$ cat src/rtl/assert_macros.svh
// Assertion macros used by the I2C bit sequencer top level.
// No dependencies; the asserting module must have clk_i and rst_ni.
`ifndef ASSERT_MACROS_SVH
`define ASSERT_MACROS_SVH

`ifndef SYNTHESIS
// Check on every rising clock edge, disabled while reset is low
`define ASSERT_RST(lbl, prop, msg) \
  lbl: assert property (@(posedge clk_i) disable iff (!rst_ni) prop) else $error(msg);
// Check on every rising clock edge, reset included
`define ASSERT_ALWAYS(lbl, prop, msg) \
  lbl: assert property (@(posedge clk_i) prop) else $error(msg);
`else
`define ASSERT_RST(lbl, prop, msg)
`define ASSERT_ALWAYS(lbl, prop, msg)
`endif

`endif

$ cat src/rtl/i2cms_pkg.sv
// Types and constants of the I2C master bit sequencer.
// No dependencies; imported by every RTL module of the block.
package i2cms_pkg;

  localparam int unsigned QuarterW = 16;
  localparam int unsigned HoldW    = 17;
  localparam int unsigned ByteW    = 8;
  localparam logic [2:0]  BitTop   = 3'd7;

  // Bus commands, encoded as on the input stream
  typedef enum logic [3:0] {
    OP_RELEASE  = 4'd0,
    OP_START    = 4'd1,
    OP_RESTART  = 4'd2,
    OP_STOP     = 4'd3,
    OP_STOP_TX  = 4'd4,
    OP_WRITE    = 4'd5,
    OP_READ     = 4'd6,
    OP_ACK      = 4'd7,
    OP_NACK     = 4'd8
  } op_e;

  // One classified command as held in the queue
  typedef struct packed {
    op_e               op;
    logic [ByteW-1:0]  tx_byte;
    logic [ByteW-1:0]  rx_line_bits;
    logic              ack_level;
  } cmd_t;

  // One pin phase as delivered on the output stream
  typedef struct packed {
    logic              run_last;
    logic              ack_seen;
    logic [ByteW-1:0]  read_data;
    logic [HoldW-1:0]  hold_ticks;
    logic              sda_level;
    logic              scl_level;
  } phase_t;

endpackage

$ cat src/rtl/i2cms_front.sv
// Front end of the I2C bit sequencer: accepts stream requests, classifies
// the operation and drops unknown codes. Depends on i2cms_pkg.
module i2cms_front (
  input  logic                clk_i,
  input  logic                rst_ni,
  input  logic                in_valid_i,
  output logic                in_ready_o,
  input  logic [23:0]         in_data_i,
  output logic                push_o,
  output i2cms_pkg::cmd_t     push_cmd_o,
  input  logic                full_i
);
  import i2cms_pkg::*;

  logic   valid_q, valid_d;
  cmd_t   cmd_q, cmd_d;
  logic   accept;
  logic   known;

  // Only codes up to NACK are bus commands
  assign known      = (in_data_i[3:0] <= OP_NACK);
  assign push_o     = valid_q && !full_i;
  assign in_ready_o = !valid_q || !full_i;
  assign accept     = in_valid_i && in_ready_o;
  assign push_cmd_o = cmd_q;

  // Hold the classified request until the queue takes it
  always_comb begin
    valid_d = valid_q;
    cmd_d   = cmd_q;
    if (push_o) begin
      valid_d = 1'b0;
    end
    if (accept) begin
      valid_d            = known;
      cmd_d.op           = op_e'(in_data_i[3:0]);
      cmd_d.tx_byte      = in_data_i[11:4];
      cmd_d.rx_line_bits = in_data_i[19:12];
      cmd_d.ack_level    = in_data_i[20];
    end
  end

  always_ff @(posedge clk_i or negedge rst_ni) begin
    if (!rst_ni) begin
      valid_q <= 1'b0;
    end else begin
      valid_q <= valid_d;
    end
  end

  always_ff @(posedge clk_i) begin
    cmd_q <= cmd_d;
  end

endmodule

$ cat src/rtl/i2cms_cmd_queue.sv
// Short command queue between the front end and the phase sequencer.
// Depends on i2cms_pkg for the command type.
module i2cms_cmd_queue #(
  parameter int unsigned Depth = 4
) (
  input  logic             clk_i,
  input  logic             rst_ni,
  input  logic             push_i,
  input  i2cms_pkg::cmd_t  push_cmd_i,
  output logic             full_o,
  input  logic             pop_i,
  output logic             valid_o,
  output i2cms_pkg::cmd_t  head_o
);
  import i2cms_pkg::*;

  localparam int unsigned PtrW = (Depth > 1) ? $clog2(Depth) : 1;
  localparam int unsigned CntW = $clog2(Depth + 1);

  cmd_t            slots_q [Depth];
  logic [PtrW-1:0] wr_ptr_q, wr_ptr_d;
  logic [PtrW-1:0] rd_ptr_q, rd_ptr_d;
  logic [CntW-1:0] count_q, count_d;

  assign full_o  = (count_q == CntW'(Depth));
  assign valid_o = (count_q != '0);
  assign head_o  = slots_q[rd_ptr_q];

  // Advance pointers with wrap and track the fill level
  always_comb begin
    wr_ptr_d = wr_ptr_q;
    rd_ptr_d = rd_ptr_q;
    count_d  = count_q;
    if (push_i) begin
      wr_ptr_d = (wr_ptr_q == PtrW'(Depth - 1)) ? '0 : wr_ptr_q + 1'b1;
    end
    if (pop_i) begin
      rd_ptr_d = (rd_ptr_q == PtrW'(Depth - 1)) ? '0 : rd_ptr_q + 1'b1;
    end
    if (push_i && !pop_i) begin
      count_d = count_q + 1'b1;
    end else if (pop_i && !push_i) begin
      count_d = count_q - 1'b1;
    end
  end

  always_ff @(posedge clk_i or negedge rst_ni) begin
    if (!rst_ni) begin
      wr_ptr_q <= '0;
      rd_ptr_q <= '0;
      count_q  <= '0;
    end else begin
      wr_ptr_q <= wr_ptr_d;
      rd_ptr_q <= rd_ptr_d;
      count_q  <= count_d;
    end
  end

  always_ff @(posedge clk_i) begin
    if (push_i) begin
      slots_q[wr_ptr_q] <= push_cmd_i;
    end
  end

endmodule

$ cat src/rtl/i2cms_back.sv
// Phase sequencer of the I2C bit sequencer: walks one command through its
// run of SCL/SDA phases into an output register. Depends on i2cms_pkg.
module i2cms_back (
  input  logic                                clk_i,
  input  logic                                rst_ni,
  input  logic [i2cms_pkg::QuarterW-1:0]      quarter_i,
  input  logic                                cmd_valid_i,
  input  i2cms_pkg::cmd_t                     cmd_i,
  output logic                                cmd_pop_o,
  output logic                                out_valid_o,
  input  logic                                out_ready_i,
  output i2cms_pkg::phase_t                   out_phase_o
);
  import i2cms_pkg::*;

  logic             busy_q, busy_d;
  op_e              op_q, op_d;
  logic [1:0]       sub_q, sub_d;
  logic [2:0]       bit_q, bit_d;
  logic             tail_q, tail_d;
  logic [ByteW-1:0] tx_q, tx_d;
  logic [ByteW-1:0] rx_q, rx_d;
  logic             ack_q, ack_d;
  logic             scl_held_q, scl_held_d;
  logic             sda_held_q, sda_held_d;
  logic             out_valid_q, out_valid_d;
  phase_t           out_q;
  phase_t           ph;
  logic             advance, gen, load, lv;
  logic [HoldW-1:0] qt, ht;

  assign qt      = {1'b0, quarter_i};
  assign ht      = {quarter_i, 1'b0};
  assign advance = !out_valid_q || out_ready_i;
  assign gen     = busy_q && advance;
  assign load    = cmd_valid_i && (!busy_q || (gen && ph.run_last));
  assign lv      = (op_q == OP_RESTART) || (op_q == OP_NACK);

  assign cmd_pop_o   = load;
  assign out_valid_o = out_valid_q;
  assign out_phase_o = out_q;

  // Build the current phase from command, step counters and held levels
  always_comb begin
    ph = '0;
    case (op_q)
      OP_RELEASE: begin
        ph.scl_level = 1'b1;
        ph.sda_level = 1'b1;
        ph.run_last  = 1'b1;
      end
      OP_START: begin
        ph.scl_level  = 1'b1;
        ph.sda_level  = (sub_q == 2'd0);
        ph.hold_ticks = ht;
        ph.run_last   = (sub_q != 2'd0);
      end
      OP_RESTART, OP_STOP: begin
        ph.hold_ticks = qt;
        case (sub_q)
          2'd0: begin
            ph.sda_level = sda_held_q;
          end
          2'd1: begin
            ph.sda_level = lv;
          end
          2'd2: begin
            ph.scl_level = 1'b1;
            ph.sda_level = lv;
          end
          default: begin
            ph.scl_level = 1'b1;
            ph.sda_level = !lv;
            ph.run_last  = 1'b1;
          end
        endcase
      end
      OP_STOP_TX: begin
        ph.scl_level  = scl_held_q;
        ph.sda_level  = (sub_q != 2'd0);
        ph.hold_ticks = ht;
        ph.run_last   = (sub_q != 2'd0);
      end
      OP_WRITE: begin
        if (tail_q) begin
          ph.scl_level  = (sub_q != 2'd0);
          ph.sda_level  = 1'b1;
          ph.hold_ticks = ht;
          ph.ack_seen   = (sub_q != 2'd0) && ack_q;
          ph.run_last   = (sub_q != 2'd0);
        end else begin
          case (sub_q)
            2'd0: begin
              ph.sda_level  = sda_held_q;
              ph.hold_ticks = qt;
            end
            2'd1: begin
              ph.sda_level  = tx_q[ByteW-1];
              ph.hold_ticks = qt;
            end
            default: begin
              ph.scl_level  = 1'b1;
              ph.sda_level  = tx_q[ByteW-1];
              ph.hold_ticks = ht;
            end
          endcase
        end
      end
      OP_READ: begin
        ph.sda_level = 1'b1;
        case (sub_q)
          2'd0: begin
            ph.hold_ticks = ht;
          end
          2'd1: begin
            ph.scl_level  = 1'b1;
            ph.hold_ticks = qt;
          end
          default: begin
            ph.scl_level  = 1'b1;
            ph.hold_ticks = qt;
            ph.run_last   = (bit_q == BitTop);
            ph.read_data  = (bit_q == BitTop) ? rx_q : '0;
          end
        endcase
      end
      OP_ACK, OP_NACK: begin
        case (sub_q)
          2'd0: begin
            ph.sda_level  = sda_held_q;
            ph.hold_ticks = qt;
          end
          2'd1: begin
            ph.sda_level  = lv;
            ph.hold_ticks = qt;
          end
          default: begin
            ph.scl_level  = 1'b1;
            ph.sda_level  = lv;
            ph.hold_ticks = ht;
            ph.run_last   = 1'b1;
          end
        endcase
      end
      default: begin
        ph = '0;
      end
    endcase
  end

  // Step counters, command load and held pin levels
  always_comb begin
    busy_d      = busy_q;
    op_d        = op_q;
    sub_d       = sub_q;
    bit_d       = bit_q;
    tail_d      = tail_q;
    tx_d        = tx_q;
    rx_d        = rx_q;
    ack_d       = ack_q;
    scl_held_d  = scl_held_q;
    sda_held_d  = sda_held_q;
    out_valid_d = out_valid_q;

    if (advance) begin
      out_valid_d = gen;
    end

    if (gen) begin
      scl_held_d = ph.scl_level;
      sda_held_d = ph.sda_level;
      if (ph.run_last) begin
        busy_d = 1'b0;
      end else if ((op_q == OP_WRITE) && !tail_q && (sub_q == 2'd2)) begin
        sub_d = '0;
        tx_d  = {tx_q[ByteW-2:0], 1'b0};
        if (bit_q == BitTop) begin
          tail_d = 1'b1;
        end else begin
          bit_d = bit_q + 1'b1;
        end
      end else if ((op_q == OP_READ) && (sub_q == 2'd2)) begin
        sub_d = '0;
        bit_d = bit_q + 1'b1;
      end else begin
        sub_d = sub_q + 1'b1;
      end
    end

    if (load) begin
      busy_d = 1'b1;
      op_d   = cmd_i.op;
      sub_d  = '0;
      bit_d  = '0;
      tail_d = 1'b0;
      tx_d   = cmd_i.tx_byte;
      rx_d   = cmd_i.rx_line_bits;
      ack_d  = cmd_i.ack_level;
    end
  end

  always_ff @(posedge clk_i or negedge rst_ni) begin
    if (!rst_ni) begin
      busy_q      <= 1'b0;
      op_q        <= OP_RELEASE;
      sub_q       <= '0;
      bit_q       <= '0;
      tail_q      <= 1'b0;
      scl_held_q  <= 1'b1;
      sda_held_q  <= 1'b1;
      out_valid_q <= 1'b0;
    end else begin
      busy_q      <= busy_d;
      op_q        <= op_d;
      sub_q       <= sub_d;
      bit_q       <= bit_d;
      tail_q      <= tail_d;
      scl_held_q  <= scl_held_d;
      sda_held_q  <= sda_held_d;
      out_valid_q <= out_valid_d;
    end
  end

  // Payload registers
  always_ff @(posedge clk_i) begin
    tx_q  <= tx_d;
    rx_q  <= rx_d;
    ack_q <= ack_d;
    if (gen) begin
      out_q <= ph;
    end
  end

endmodule

$ cat src/rtl/i2c_master_bit_sequencer_core.sv
// I2C master bit sequencer, top level: front end, command queue, phase
// sequencer and the quarter-bit register. Depends on i2cms_pkg and the
// modules i2cms_front, i2cms_cmd_queue, i2cms_back, and assert_macros.svh.
//
// Usage: each request on the s_axis channel is one bus command (release,
// start, restart, stop, stop transmission, write byte, read byte, ACK,
// NACK). The block answers with the run of SCL/SDA pin phases for it on
// the m_axis channel, one phase per transfer, tlast on the final phase.
// Codes above NACK are taken and dropped without any phase.
// An accepted request goes through the front register, the command queue
// and the sequencer state, then its first phase is registered for output.
// The sequencer emits one phase per cycle while the receiver takes them; a
// command has 1 to 26 phases; the next queued one follows with no gap.
// The front end and the sequencer are decoupled by a QueueDepth-entry
// command queue; requests keep being taken while the receiver stalls
// until the queue and the front register fill up.
// cfg_we_i writes the quarter-bit tick count; write it only while idle.
// Reset sets the count to 250, drives no phase and sets both held pin
// levels to released.
module i2c_master_bit_sequencer_core #(
  parameter int unsigned QueueDepth = 4
) (
  input  logic        clk_i,
  input  logic        rst_ni,
  input  logic        s_axis_tvalid,
  output logic        s_axis_tready,
  // [3:0] operation, [11:4] tx_byte, [19:12] rx_line_bits, [20] ack_level
  input  logic [23:0] s_axis_tdata,
  output logic        m_axis_tvalid,
  input  logic        m_axis_tready,
  // [0] scl_level, [1] sda_level, [18:2] hold_ticks, [26:19] read_data,
  // [27] ack_seen, [31:28] zero
  output logic [31:0] m_axis_tdata,
  output logic        m_axis_tlast,
  input  logic        cfg_we_i,
  input  logic [15:0] cfg_wdata_i
);
  import i2cms_pkg::*;

  `include "assert_macros.svh"

  logic [QuarterW-1:0] quarter_q;
  logic                push, full, pop, head_valid;
  cmd_t                push_cmd, head_cmd;
  phase_t              phase;

  // Quarter-bit tick count register
  always_ff @(posedge clk_i or negedge rst_ni) begin
    if (!rst_ni) begin
      quarter_q <= QuarterW'(250);
    end else if (cfg_we_i) begin
      quarter_q <= cfg_wdata_i;
    end
  end

  i2cms_front u_front (
    .clk_i      (clk_i),
    .rst_ni     (rst_ni),
    .in_valid_i (s_axis_tvalid),
    .in_ready_o (s_axis_tready),
    .in_data_i  (s_axis_tdata),
    .push_o     (push),
    .push_cmd_o (push_cmd),
    .full_i     (full)
  );

  i2cms_cmd_queue #(
    .Depth (QueueDepth)
  ) u_queue (
    .clk_i      (clk_i),
    .rst_ni     (rst_ni),
    .push_i     (push),
    .push_cmd_i (push_cmd),
    .full_o     (full),
    .pop_i      (pop),
    .valid_o    (head_valid),
    .head_o     (head_cmd)
  );

  i2cms_back u_back (
    .clk_i       (clk_i),
    .rst_ni      (rst_ni),
    .quarter_i   (quarter_q),
    .cmd_valid_i (head_valid),
    .cmd_i       (head_cmd),
    .cmd_pop_o   (pop),
    .out_valid_o (m_axis_tvalid),
    .out_ready_i (m_axis_tready),
    .out_phase_o (phase)
  );

  // Pack the phase fields onto the output stream
  assign m_axis_tdata = {4'b0000, phase.ack_seen, phase.read_data, phase.hold_ticks,
                         phase.sda_level, phase.scl_level};
  assign m_axis_tlast = phase.run_last;

  // Read byte and acknowledge appear only on the final phase of a run
  `ASSERT_RST(a_rdata_on_last,
              m_axis_tvalid && (m_axis_tdata[26:19] != 8'h00) |-> m_axis_tlast,
              "read data outside the final phase")
  `ASSERT_RST(a_ack_on_last,
              m_axis_tvalid && m_axis_tdata[27] |-> m_axis_tlast,
              "acknowledge outside the final phase")
  // No phase is offered while reset is held
  `ASSERT_ALWAYS(a_quiet_in_reset,
                 !rst_ni |-> !m_axis_tvalid,
                 "phase offered during reset")

endmodule
$ cat config.mk
export PLATFORM = sky130hd
export DESIGN_NAME = i2c_master_bit_sequencer_core
export DESIGN_NICKNAME = d
export VERILOG_FILES = /design/src/rtl/i2cms_pkg.sv /design/src/rtl/i2cms_front.sv /design/src/rtl/i2cms_cmd_queue.sv /design/src/rtl/i2cms_back.sv /design/src/rtl/i2c_master_bit_sequencer_core.sv
export VERILOG_INCLUDE_DIRS = /design/src /design/src/rtl
export SDC_FILE = /design/constraint.sdc
export NUM_CORES = 1
export LEC_CHECK = 0
export BUFFER_PORTS_ARGS = -buffer_cell sky130_fd_sc_hd__buf_2
export CAP_MARGIN = 10
export CORE_MARGIN = 2
export CORE_UTILIZATION = 63
export DETAILED_ROUTE_END_ITERATION = 10
export PLACE_DENSITY = 0.83
export SKIP_CTS_REPAIR_TIMING = 1
export SLEW_MARGIN = 20
export SYNTH_ARGS = -nofsm -noshare
export SYNTH_HDL_FRONTEND = slang
export SYNTH_SLANG_ARGS = --single-unit
$ cat constraint.sdc
create_clock -name clk_i -period 7.7 [get_ports clk_i]
set_clock_uncertainty 0.05 [all_clocks]
set_input_delay 0.77 -clock clk_i [delete_from_list [all_inputs] [get_ports clk_i]]
set_output_delay 0.77 -clock clk_i [all_outputs]
set_load 0.05 [all_outputs]
==> impl_metrics.env, run 1 <==
export IMPL_power_internal_w=0.00225
export IMPL_leakagePower_nw=3.21
export IMPL_cp_required_ns=7.96
export IMPL_ys_async_sr_fraction=0.201
export IMPL_synth_area_per_cell_um2=17.4
export IMPL_worstSetupPathType="reg -> reg"
export IMPL_min_period_over_period=0.507
export IMPL_drive_gt1_frac=0.327
export IMPL_synthesis_area_um2=7690
export IMPL_cts_root_buffer="clkbuf_16"
export IMPL_fin_nets=569
export IMPL_avgRoutedWirePerCell_um=19.7
export IMPL_power_per_cell_area_nw_per_um2=394
export IMPL_die_w_um=114
export IMPL_core_area_um2=12000
export IMPL_drc=0
export IMPL_comb_power_share=0.313
export IMPL_outcome="finished clean"
export IMPL_relSlewSlack=0.260
export IMPL_finalWirelength_um=13200
export IMPL_stdcell_area_um2=8660
export IMPL_ant_nets=0
export IMPL_dr_pass1_iters=5
export IMPL_synth_edf_count=151
export IMPL_crit_path_end_kind="flop"
export IMPL_io_buffers=72
export IMPL_power_frac_seq=0.455
export IMPL_pwr_share_clk=0.232
export IMPL_fmaxAchievable_mhz=256
export IMPL_swShare=0.338
export IMPL_grt_use_total=0.216
export IMPL_htree_num_levels=4
export IMPL_drt_iter0_markers=275
export IMPL_start_kind="flop"
export IMPL_yosysMostFrequentCell="edfxtp_1"
export IMPL_synthCells=441
export IMPL_multi_input_area_um2=2030
export IMPL_synth_seq_cells=189
export IMPL_r2r_worst_path_cells=9
export IMPL_setup_viol=0
export IMPL_viasPerCell=6.03
export IMPL_hold_class="in -> async"
export IMPL_drv_cap=0
export IMPL_antenna_found_initial=0
export IMPL_grt_pass1_wl_um=20900
export IMPL_gp_congestion=0.891
export IMPL_synth_top_area_frac=0.590
export IMPL_yosysSeqAreaShare=0.714
export IMPL_clk_latency_ns=0.42
export IMPL_area_delta_synth_final_pct=12.5
export IMPL_cp_max_fo=27
export IMPL_ir_worst_vdd_uv=235
export IMPL_cts_tree="yes"
export IMPL_dpl_hpwl_um=8130
export IMPL_vias=4037
export IMPL_ys_types=57
export IMPL_max_slew_worst_pin_slew_ns=1.11
export IMPL_ys_top_cells_by_count="edfxtp_1, dfrtp_1, mux2_2"
export IMPL_grt_ovfl_total=0
export IMPL_clkSlewWorstSetupHoldPaths_ns=0.07
export IMPL_yosys_area_top_type="edfxtp_1"
export IMPL_fin_tns_setup_ns=0
export IMPL_pin_count=80
export IMPL_utilization=0.724
export IMPL_hold_violations=0
export IMPL_rsz0062_at_grt="no"
export IMPL_first_global_vias=3999
export IMPL_cts_sinks=189
export IMPL_switchingPower_w=0.00115
export IMPL_worstReg2RegStart="u_back.op_q[1]$_DFFE_PN0N_"
export IMPL_cts_path_max_buffers=2
export IMPL_placed_cells=638
export IMPL_placed_area_um2=8120
export IMPL_row_count=40
export IMPL_min_period_ns=3.90
export IMPL_maxSlewViolCount=0
export IMPL_fp_dieArea_um2=13100
export IMPL_synth_warnings=0
export IMPL_arrival_ns=4.16
export IMPL_grt_start_max_net_pins=39
export IMPL_finalNonFillerCells=670
export IMPL_seq_area_um2=5500
export IMPL_antenna_cells=0
export IMPL_synth_main_ff_cell="edfxtp_1"
export IMPL_fill_cells=696
export IMPL_synth_area_leaders="edfxtp_1, dfrtp_1, mux4_2"
export IMPL_r2r_slack_ns=3.80
export IMPL_cts_made_buffers=17
export IMPL_start_util=0.643
export IMPL_rr_endpoint="u_queue.count_q[1]$_DFFE_PN0P_"
export IMPL_die_y_um=114
state kept, by name, summed over array words and instances (netlist names), 3 cells and up:
name	cells
quarter_q	16
u_back.bit_q	3
u_back.op_q	4
u_back.out_phase_o	29
u_back.rx_q	8
u_back.tx_q	8
u_front.push_cmd_o	21
u_queue.count_q	3
u_queue.slots_q	84
cells by family (layout without fill, tap and decap cells):
family | count (synthesis) | count (layout) | synth area share
muxes | 53 | 53 | 0.110
buffers and inverters | 38 | 117 | 0.0244
DFF | 189 | 189 | 0.714
and+or+nand+nor | 86 | 86 | 0.0654
AOI/OAI and AO/OA | 55 | 55 | 0.0556
other | 1 | 4 | 0.000488
adders and majority gates | 14 | 14 | 0.0238
xor gates and xnor gates | 5 | 5 | 0.00569
worst max-delay path by stage:
stage                                            from                              to  slack, ns
final                      u_back.op_q[1]$_DFFE_PN0N_  u_queue.count_q[1]$_DFFE_PN0P_       3.80
after global routing      u_back.sub_q[0]$_DFFE_PN0P_  u_queue.count_q[1]$_DFFE_PN0P_       3.57
after CTS                  u_back.op_q[1]$_DFFE_PN0N_  u_queue.count_q[1]$_DFFE_PN0P_       3.82
after detailed placement   u_back.op_q[1]$_DFFE_PN0N_  u_queue.count_q[1]$_DFFE_PN0P_       3.81
after global placement     u_back.op_q[1]$_DFFE_PN0N_  u_queue.count_q[1]$_DFFE_PN0P_       4.00
after floorplan                         m_axis_tready    u_back.tx_q[0]$_SDFFCE_PP0P_       4.53
layout make-up:
class                      instances  share of cell area
clock buffer                      18              0.0496
clock inverter                    14              0.0117
inverter                          11             0.00477
multi-input combinational        217               0.234
sequential                       189               0.635
tap                              147              0.0212
timing repair buffer              74              0.0434
per-stage QoR:
stage	hold slack, ns	setup WS, ns	total power [W]
floorplan	0.409	4.53	0.00239
global placement	0.417	4.00	0.00256
detailed placement	0.433	3.81	0.00262
CTS	0.448	3.82	0.00341
global route	0.454	3.57	0.00357
finish	0.421	3.80	0.00341
routing by layer:
metal / GRT usage / vias up / share of wire
li1: - / 1841 / -
met1: 0.269 / 2021 / 0.41
met2: 0.365 / 148 / 0.52
met3: 0.0461 / 27 / 0.047
met4: 0.0976 / 0 / 0.020
met5: 0 / - / 0
layout by cell type (no fill, tap or decap), types with 8 or more instances in the layout:
| cell | n |
|---|---|
| mux4_2 | 21 |
| ha_1 | 13 |
| nand2_1 | 17 |
| dfstp_2 | 8 |
| clkbuf_16 | 17 |
| edfxtp_1 | 151 |
| nor2_1 | 14 |
| o21ai_0 | 11 |
| mux2_2 | 27 |
| a22o_1 | 15 |
| dfrtp_1 | 30 |
| inv_1 | 10 |
| nand2b_1 | 8 |
| and2_1 | 13 |
| buf_2 | 72 |
worst max-delay path, cell delays in order, from the launching register on:
cell and delay, ns:
dfrtp_1 0.74, nor2b_1 0.36, and4_1 0.59, nor4_4 0.14, a21oi_4 0.80, inv_2 0.09, ha_1 0.24, inv_1 0.09
fa_1 0.40, mux2_2 0.27
power by group through the flow:
stage          Clock (W)  Combinational (W)  Sequential [W]
2_1_floorplan          0           0.000726         0.00167
3_3_place_gp           0            0.00101         0.00155
3_5_place_dp           0            0.00105         0.00157
4_1_cts         0.000798            0.00106         0.00155
5_1_grt         0.000843            0.00116         0.00157
6_report        0.000790            0.00107         0.00155
Power figures use the tool's default switching activity.
==> run 2, diff against run 1 <==
--- a/config.mk
+++ b/config.mk
@@ -6,12 +6,13 @@
 export SDC_FILE = /design/constraint.sdc
 export NUM_CORES = 1
 export LEC_CHECK = 0
+export ABC_AREA = 1
 export BUFFER_PORTS_ARGS = -buffer_cell sky130_fd_sc_hd__buf_2
 export CAP_MARGIN = 10
 export CORE_MARGIN = 2
-export CORE_UTILIZATION = 63
+export CORE_UTILIZATION = 53
 export DETAILED_ROUTE_END_ITERATION = 10
-export PLACE_DENSITY = 0.83
+export PLACE_DENSITY = 0.74
 export SKIP_CTS_REPAIR_TIMING = 1
 export SLEW_MARGIN = 20
 export SYNTH_ARGS = -nofsm -noshare
==> constraint.sdc (replaced) <==
create_clock -name clk_i -period 3.36 [get_ports clk_i]
set_clock_uncertainty 0.05 [all_clocks]
set_input_delay 0.336 -clock clk_i [delete_from_list [all_inputs] [get_ports clk_i]]
set_output_delay 0.336 -clock clk_i [all_outputs]
set_load 0.05 [all_outputs]
==> run 2 against run 1 <==
- the run now ends with negative hold slack left
- final area rose by 3.7%
- total power rose by 59%
- worst hold slack got worse by 0.45 ns
- count of clock-buffer cells in the layout fell by 1
- area after synthesis rose by 1.8%
- combinational power fell by 55%
- global-route usage fell by 2.2 points
- clock power rose to 2.6 times the previous value
- sequential share of layout area fell by 2.2 points
- critical endpoint is now u_queue.count_q[2]$_DFFE_PN0P_
- largest cell class unchanged
==> impl_metrics.env, run 2 <==
export IMPL_outcome="finished, violations left"
export IMPL_violations="negative hold slack"
export IMPL_antenna_found_initial=0
export IMPL_start_kind="flop"
export IMPL_timing_hold_ws_ns=-0.0270
export IMPL_die_y_um=126
export IMPL_antenna_cells=0
export IMPL_cts_sinks=189
export IMPL_crit_path_end_kind="flop"
export IMPL_worstReg2RegStart="u_back.sub_q[0]$_DFFE_PN0P_"
export IMPL_io_buffers=72
export IMPL_first_global_vias=4848
export IMPL_setup_viol=0
export IMPL_largest_reg_flops=84
export IMPL_htree_num_levels=4
export IMPL_fin_nets=759
export IMPL_power_per_cell_area_nw_per_um2=605
export IMPL_fin_tns_setup_ns=0
export IMPL_drv_cap=0
export IMPL_synth_warnings=0
export IMPL_ant_nets=0
export IMPL_leakagePower_nw=3.55
export IMPL_synthCells=622
export IMPL_synth_area_per_cell_um2=12.6
export IMPL_grt_use_total=0.193
export IMPL_ys_top_cells_by_count="edfxtp_1, nor2_1, o21ai_0"
export IMPL_yosysMostFrequentCell="edfxtp_1"
export IMPL_die_w_um=126
export IMPL_core_area_um2=14500
export IMPL_utilization=0.620
export IMPL_worstSetupPathType="reg -> reg"
export IMPL_avgRoutedWirePerCell_um=16.0
export IMPL_hold_class="in -> async"
export IMPL_row_count=44
export IMPL_synth_edf_count=151
export IMPL_pin_count=80
export IMPL_min_period_ns=3.11
export IMPL_rsz0062_at_grt="no"
export IMPL_finalWirelength_um=14400
export IMPL_top_register="u_queue.slots_q"
export IMPL_ys_async_sr_fraction=0.201
export IMPL_cts_root_buffer="clkbuf_16"
export IMPL_synth_area_leaders="edfxtp_1, dfrtp_1, o21ai_0"
export IMPL_arrival_ns=3.37
export IMPL_clkSlewWorstSetupHoldPaths_ns=0.07
export IMPL_area_delta_synth_final_pct=14.6
export IMPL_gp_congestion=0.867
export IMPL_final_cell_mix="edfxtp_1, buf_2, nor2_1"
export IMPL_cp_required_ns=3.62
export IMPL_cts_path_max_buffers=2
export IMPL_relSlewSlack=0.422
export IMPL_vias=4809
export IMPL_cts_tree="yes"
export IMPL_synth_seq_cells=189
export IMPL_dr_pass1_iters=5
export IMPL_max_slew_worst_pin_slew_ns=0.866
export IMPL_viasPerCell=5.36
export IMPL_synth_top_area_frac=0.579
export IMPL_fmaxAchievable_mhz=322
export IMPL_rr_endpoint="u_queue.count_q[2]$_DFFE_PN0P_"
export IMPL_ir_worst_vdd_uv=625
export IMPL_min_period_over_period=0.926
export IMPL_fill_cells=1091
export IMPL_start_util=0.541
export IMPL_r2r_worst_path_cells=16
export IMPL_drc=0
export IMPL_grt_start_max_net_pins=45
export IMPL_fp_dieArea_um2=15800
export IMPL_drt_iter0_markers=401
export IMPL_clk_latency_ns=0.42
export IMPL_dpl_hpwl_um=9300
export IMPL_maxSlewViolCount=0
export IMPL_yosysSeqAreaShare=0.702
export IMPL_drive_gt1_frac=0.255
export IMPL_synthesis_area_um2=7830
export IMPL_synth_main_ff_cell="edfxtp_1"
export IMPL_grt_pass1_wl_um=23900
export IMPL_layout_commonest_cell="edfxtp_1"
export IMPL_cts_made_buffers=17
export IMPL_grt_ovfl_total=0
export IMPL_ys_types=44
export IMPL_yosys_area_top_type="edfxtp_1"
export IMPL_cp_max_fo=16
export IMPL_hold_violations=30
export IMPL_r2r_slack_ns=0.25
-- run 2: changes by cell type after synthesis, moves of 24 or more --
cell / previous run / this run
nor2_1: 14 / 71
o21ai_0: 11 / 68
mux2_2: 27 / 3
o22ai_1: 2 / 34
nand2_1: 17 / 66
inv_1: 10 / 51
-- run 2: kinds of logic (layout without fill, tap and decap cells) --
| logic type | after synthesis | count (layout) | synth area share |
|---|---|---|---|
| simple gates | 194 | 194 | 0.116 |
| fa+ha+maj | 14 | 14 | 0.0233 |
| other cells | 1 | 4 | 0.000479 |
| mux | 3 | 3 | 0.00432 |
| flops | 189 | 189 | 0.702 |
| xor+xnor | 2 | 2 | 0.00224 |
| buf+inv | 86 | 174 | 0.0500 |
| compound gates | 133 | 133 | 0.102 |
-- run 2: critical path, stage by stage, from the launching register on --
cell and delay [ns]:
dfrtp_1 0.43, inv_1 0.12, ha_1 0.32, inv_2 0.10
nand2_2 0.11, nor2_2 0.05, nand3_4 0.10, nand2_2 0.08
nor2_4 0.13, nand3_4 0.13, nand2_4 0.22, ha_1 0.19
inv_1 0.08, fa_1 0.45, a21oi_1 0.16, o21ai_0 0.12
xnor2_1 0.14
-- run 2: final cells by class --
| cell class | instances | area, um^2 | share of cell area |
|---|---|---|---|
| Sequential cell | 189 | 5500 | 0.612 |
| Multi-Input combinational cell | 350 | 1950 | 0.218 |
| Timing Repair Buffer | 81 | 428 | 0.0477 |
| Clock buffer | 17 | 425 | 0.0474 |
| Inverter | 61 | 234 | 0.0261 |
| Tap cell | 184 | 230 | 0.0257 |
| Clock inverter | 15 | 206 | 0.0230 |
-- run 2: report_power, final --
part,switching (W),internal (W),leakage (nW)
Combinational,0.000341,0.000138,1.39
Clock,0.000934,0.00114,0.301
Sequential,0.0000974,0.00278,1.85
-- run 2: per-stage QoR --
stage                     cells  hold slack [ns]  cell area, um^2  total power, W  worst slack (ns)
after floorplan             625         -0.00959             7840         0.00323             0.597
after global placement      865            0.410             8340         0.00337             0.352
after detailed placement    865            0.432             8340         0.00341             0.254
after CTS                   897         -0.00109             8970         0.00547             0.229
after global routing        897         0.000315             8970         0.00563           0.00132
final                       897          -0.0270             8970         0.00543             0.250
-- run 2: routing by layer --
layer | global-route usage | vias to the layer above | wire length (um)
met4 | 0.0699 | 0 | 158
met5 | 0 | - | 0
met1 | 0.248 | 2335 | 6310
met3 | 0.0513 | 12 | 723
li1 | - | 2323 | -
met2 | 0.319 | 139 | 7180
-- run 2: worst max path at each step --
| stage | startpoint | endpoint | slack (ns) | cells after the start |
|---|---|---|---|---|
| after floorplan | u_back.sub_q[0]$_DFFE_PN0P_ | u_queue.count_q[2]$_DFFE_PN0P_ | 0.60 | 17 |
| after global placement | u_back.sub_q[0]$_DFFE_PN0P_ | u_queue.count_q[2]$_DFFE_PN0P_ | 0.35 | 16 |
| after detailed placement | u_back.sub_q[0]$_DFFE_PN0P_ | u_queue.count_q[2]$_DFFE_PN0P_ | 0.25 | 16 |
| after CTS | u_back.sub_q[0]$_DFFE_PN0P_ | u_queue.count_q[2]$_DFFE_PN0P_ | 0.23 | 16 |
| after global routing | u_back.sub_q[0]$_DFFE_PN0P_ | u_queue.count_q[2]$_DFFE_PN0P_ | 0.001 | 16 |
| final | u_back.sub_q[0]$_DFFE_PN0P_ | u_queue.count_q[2]$_DFFE_PN0P_ | 0.25 | 16 |
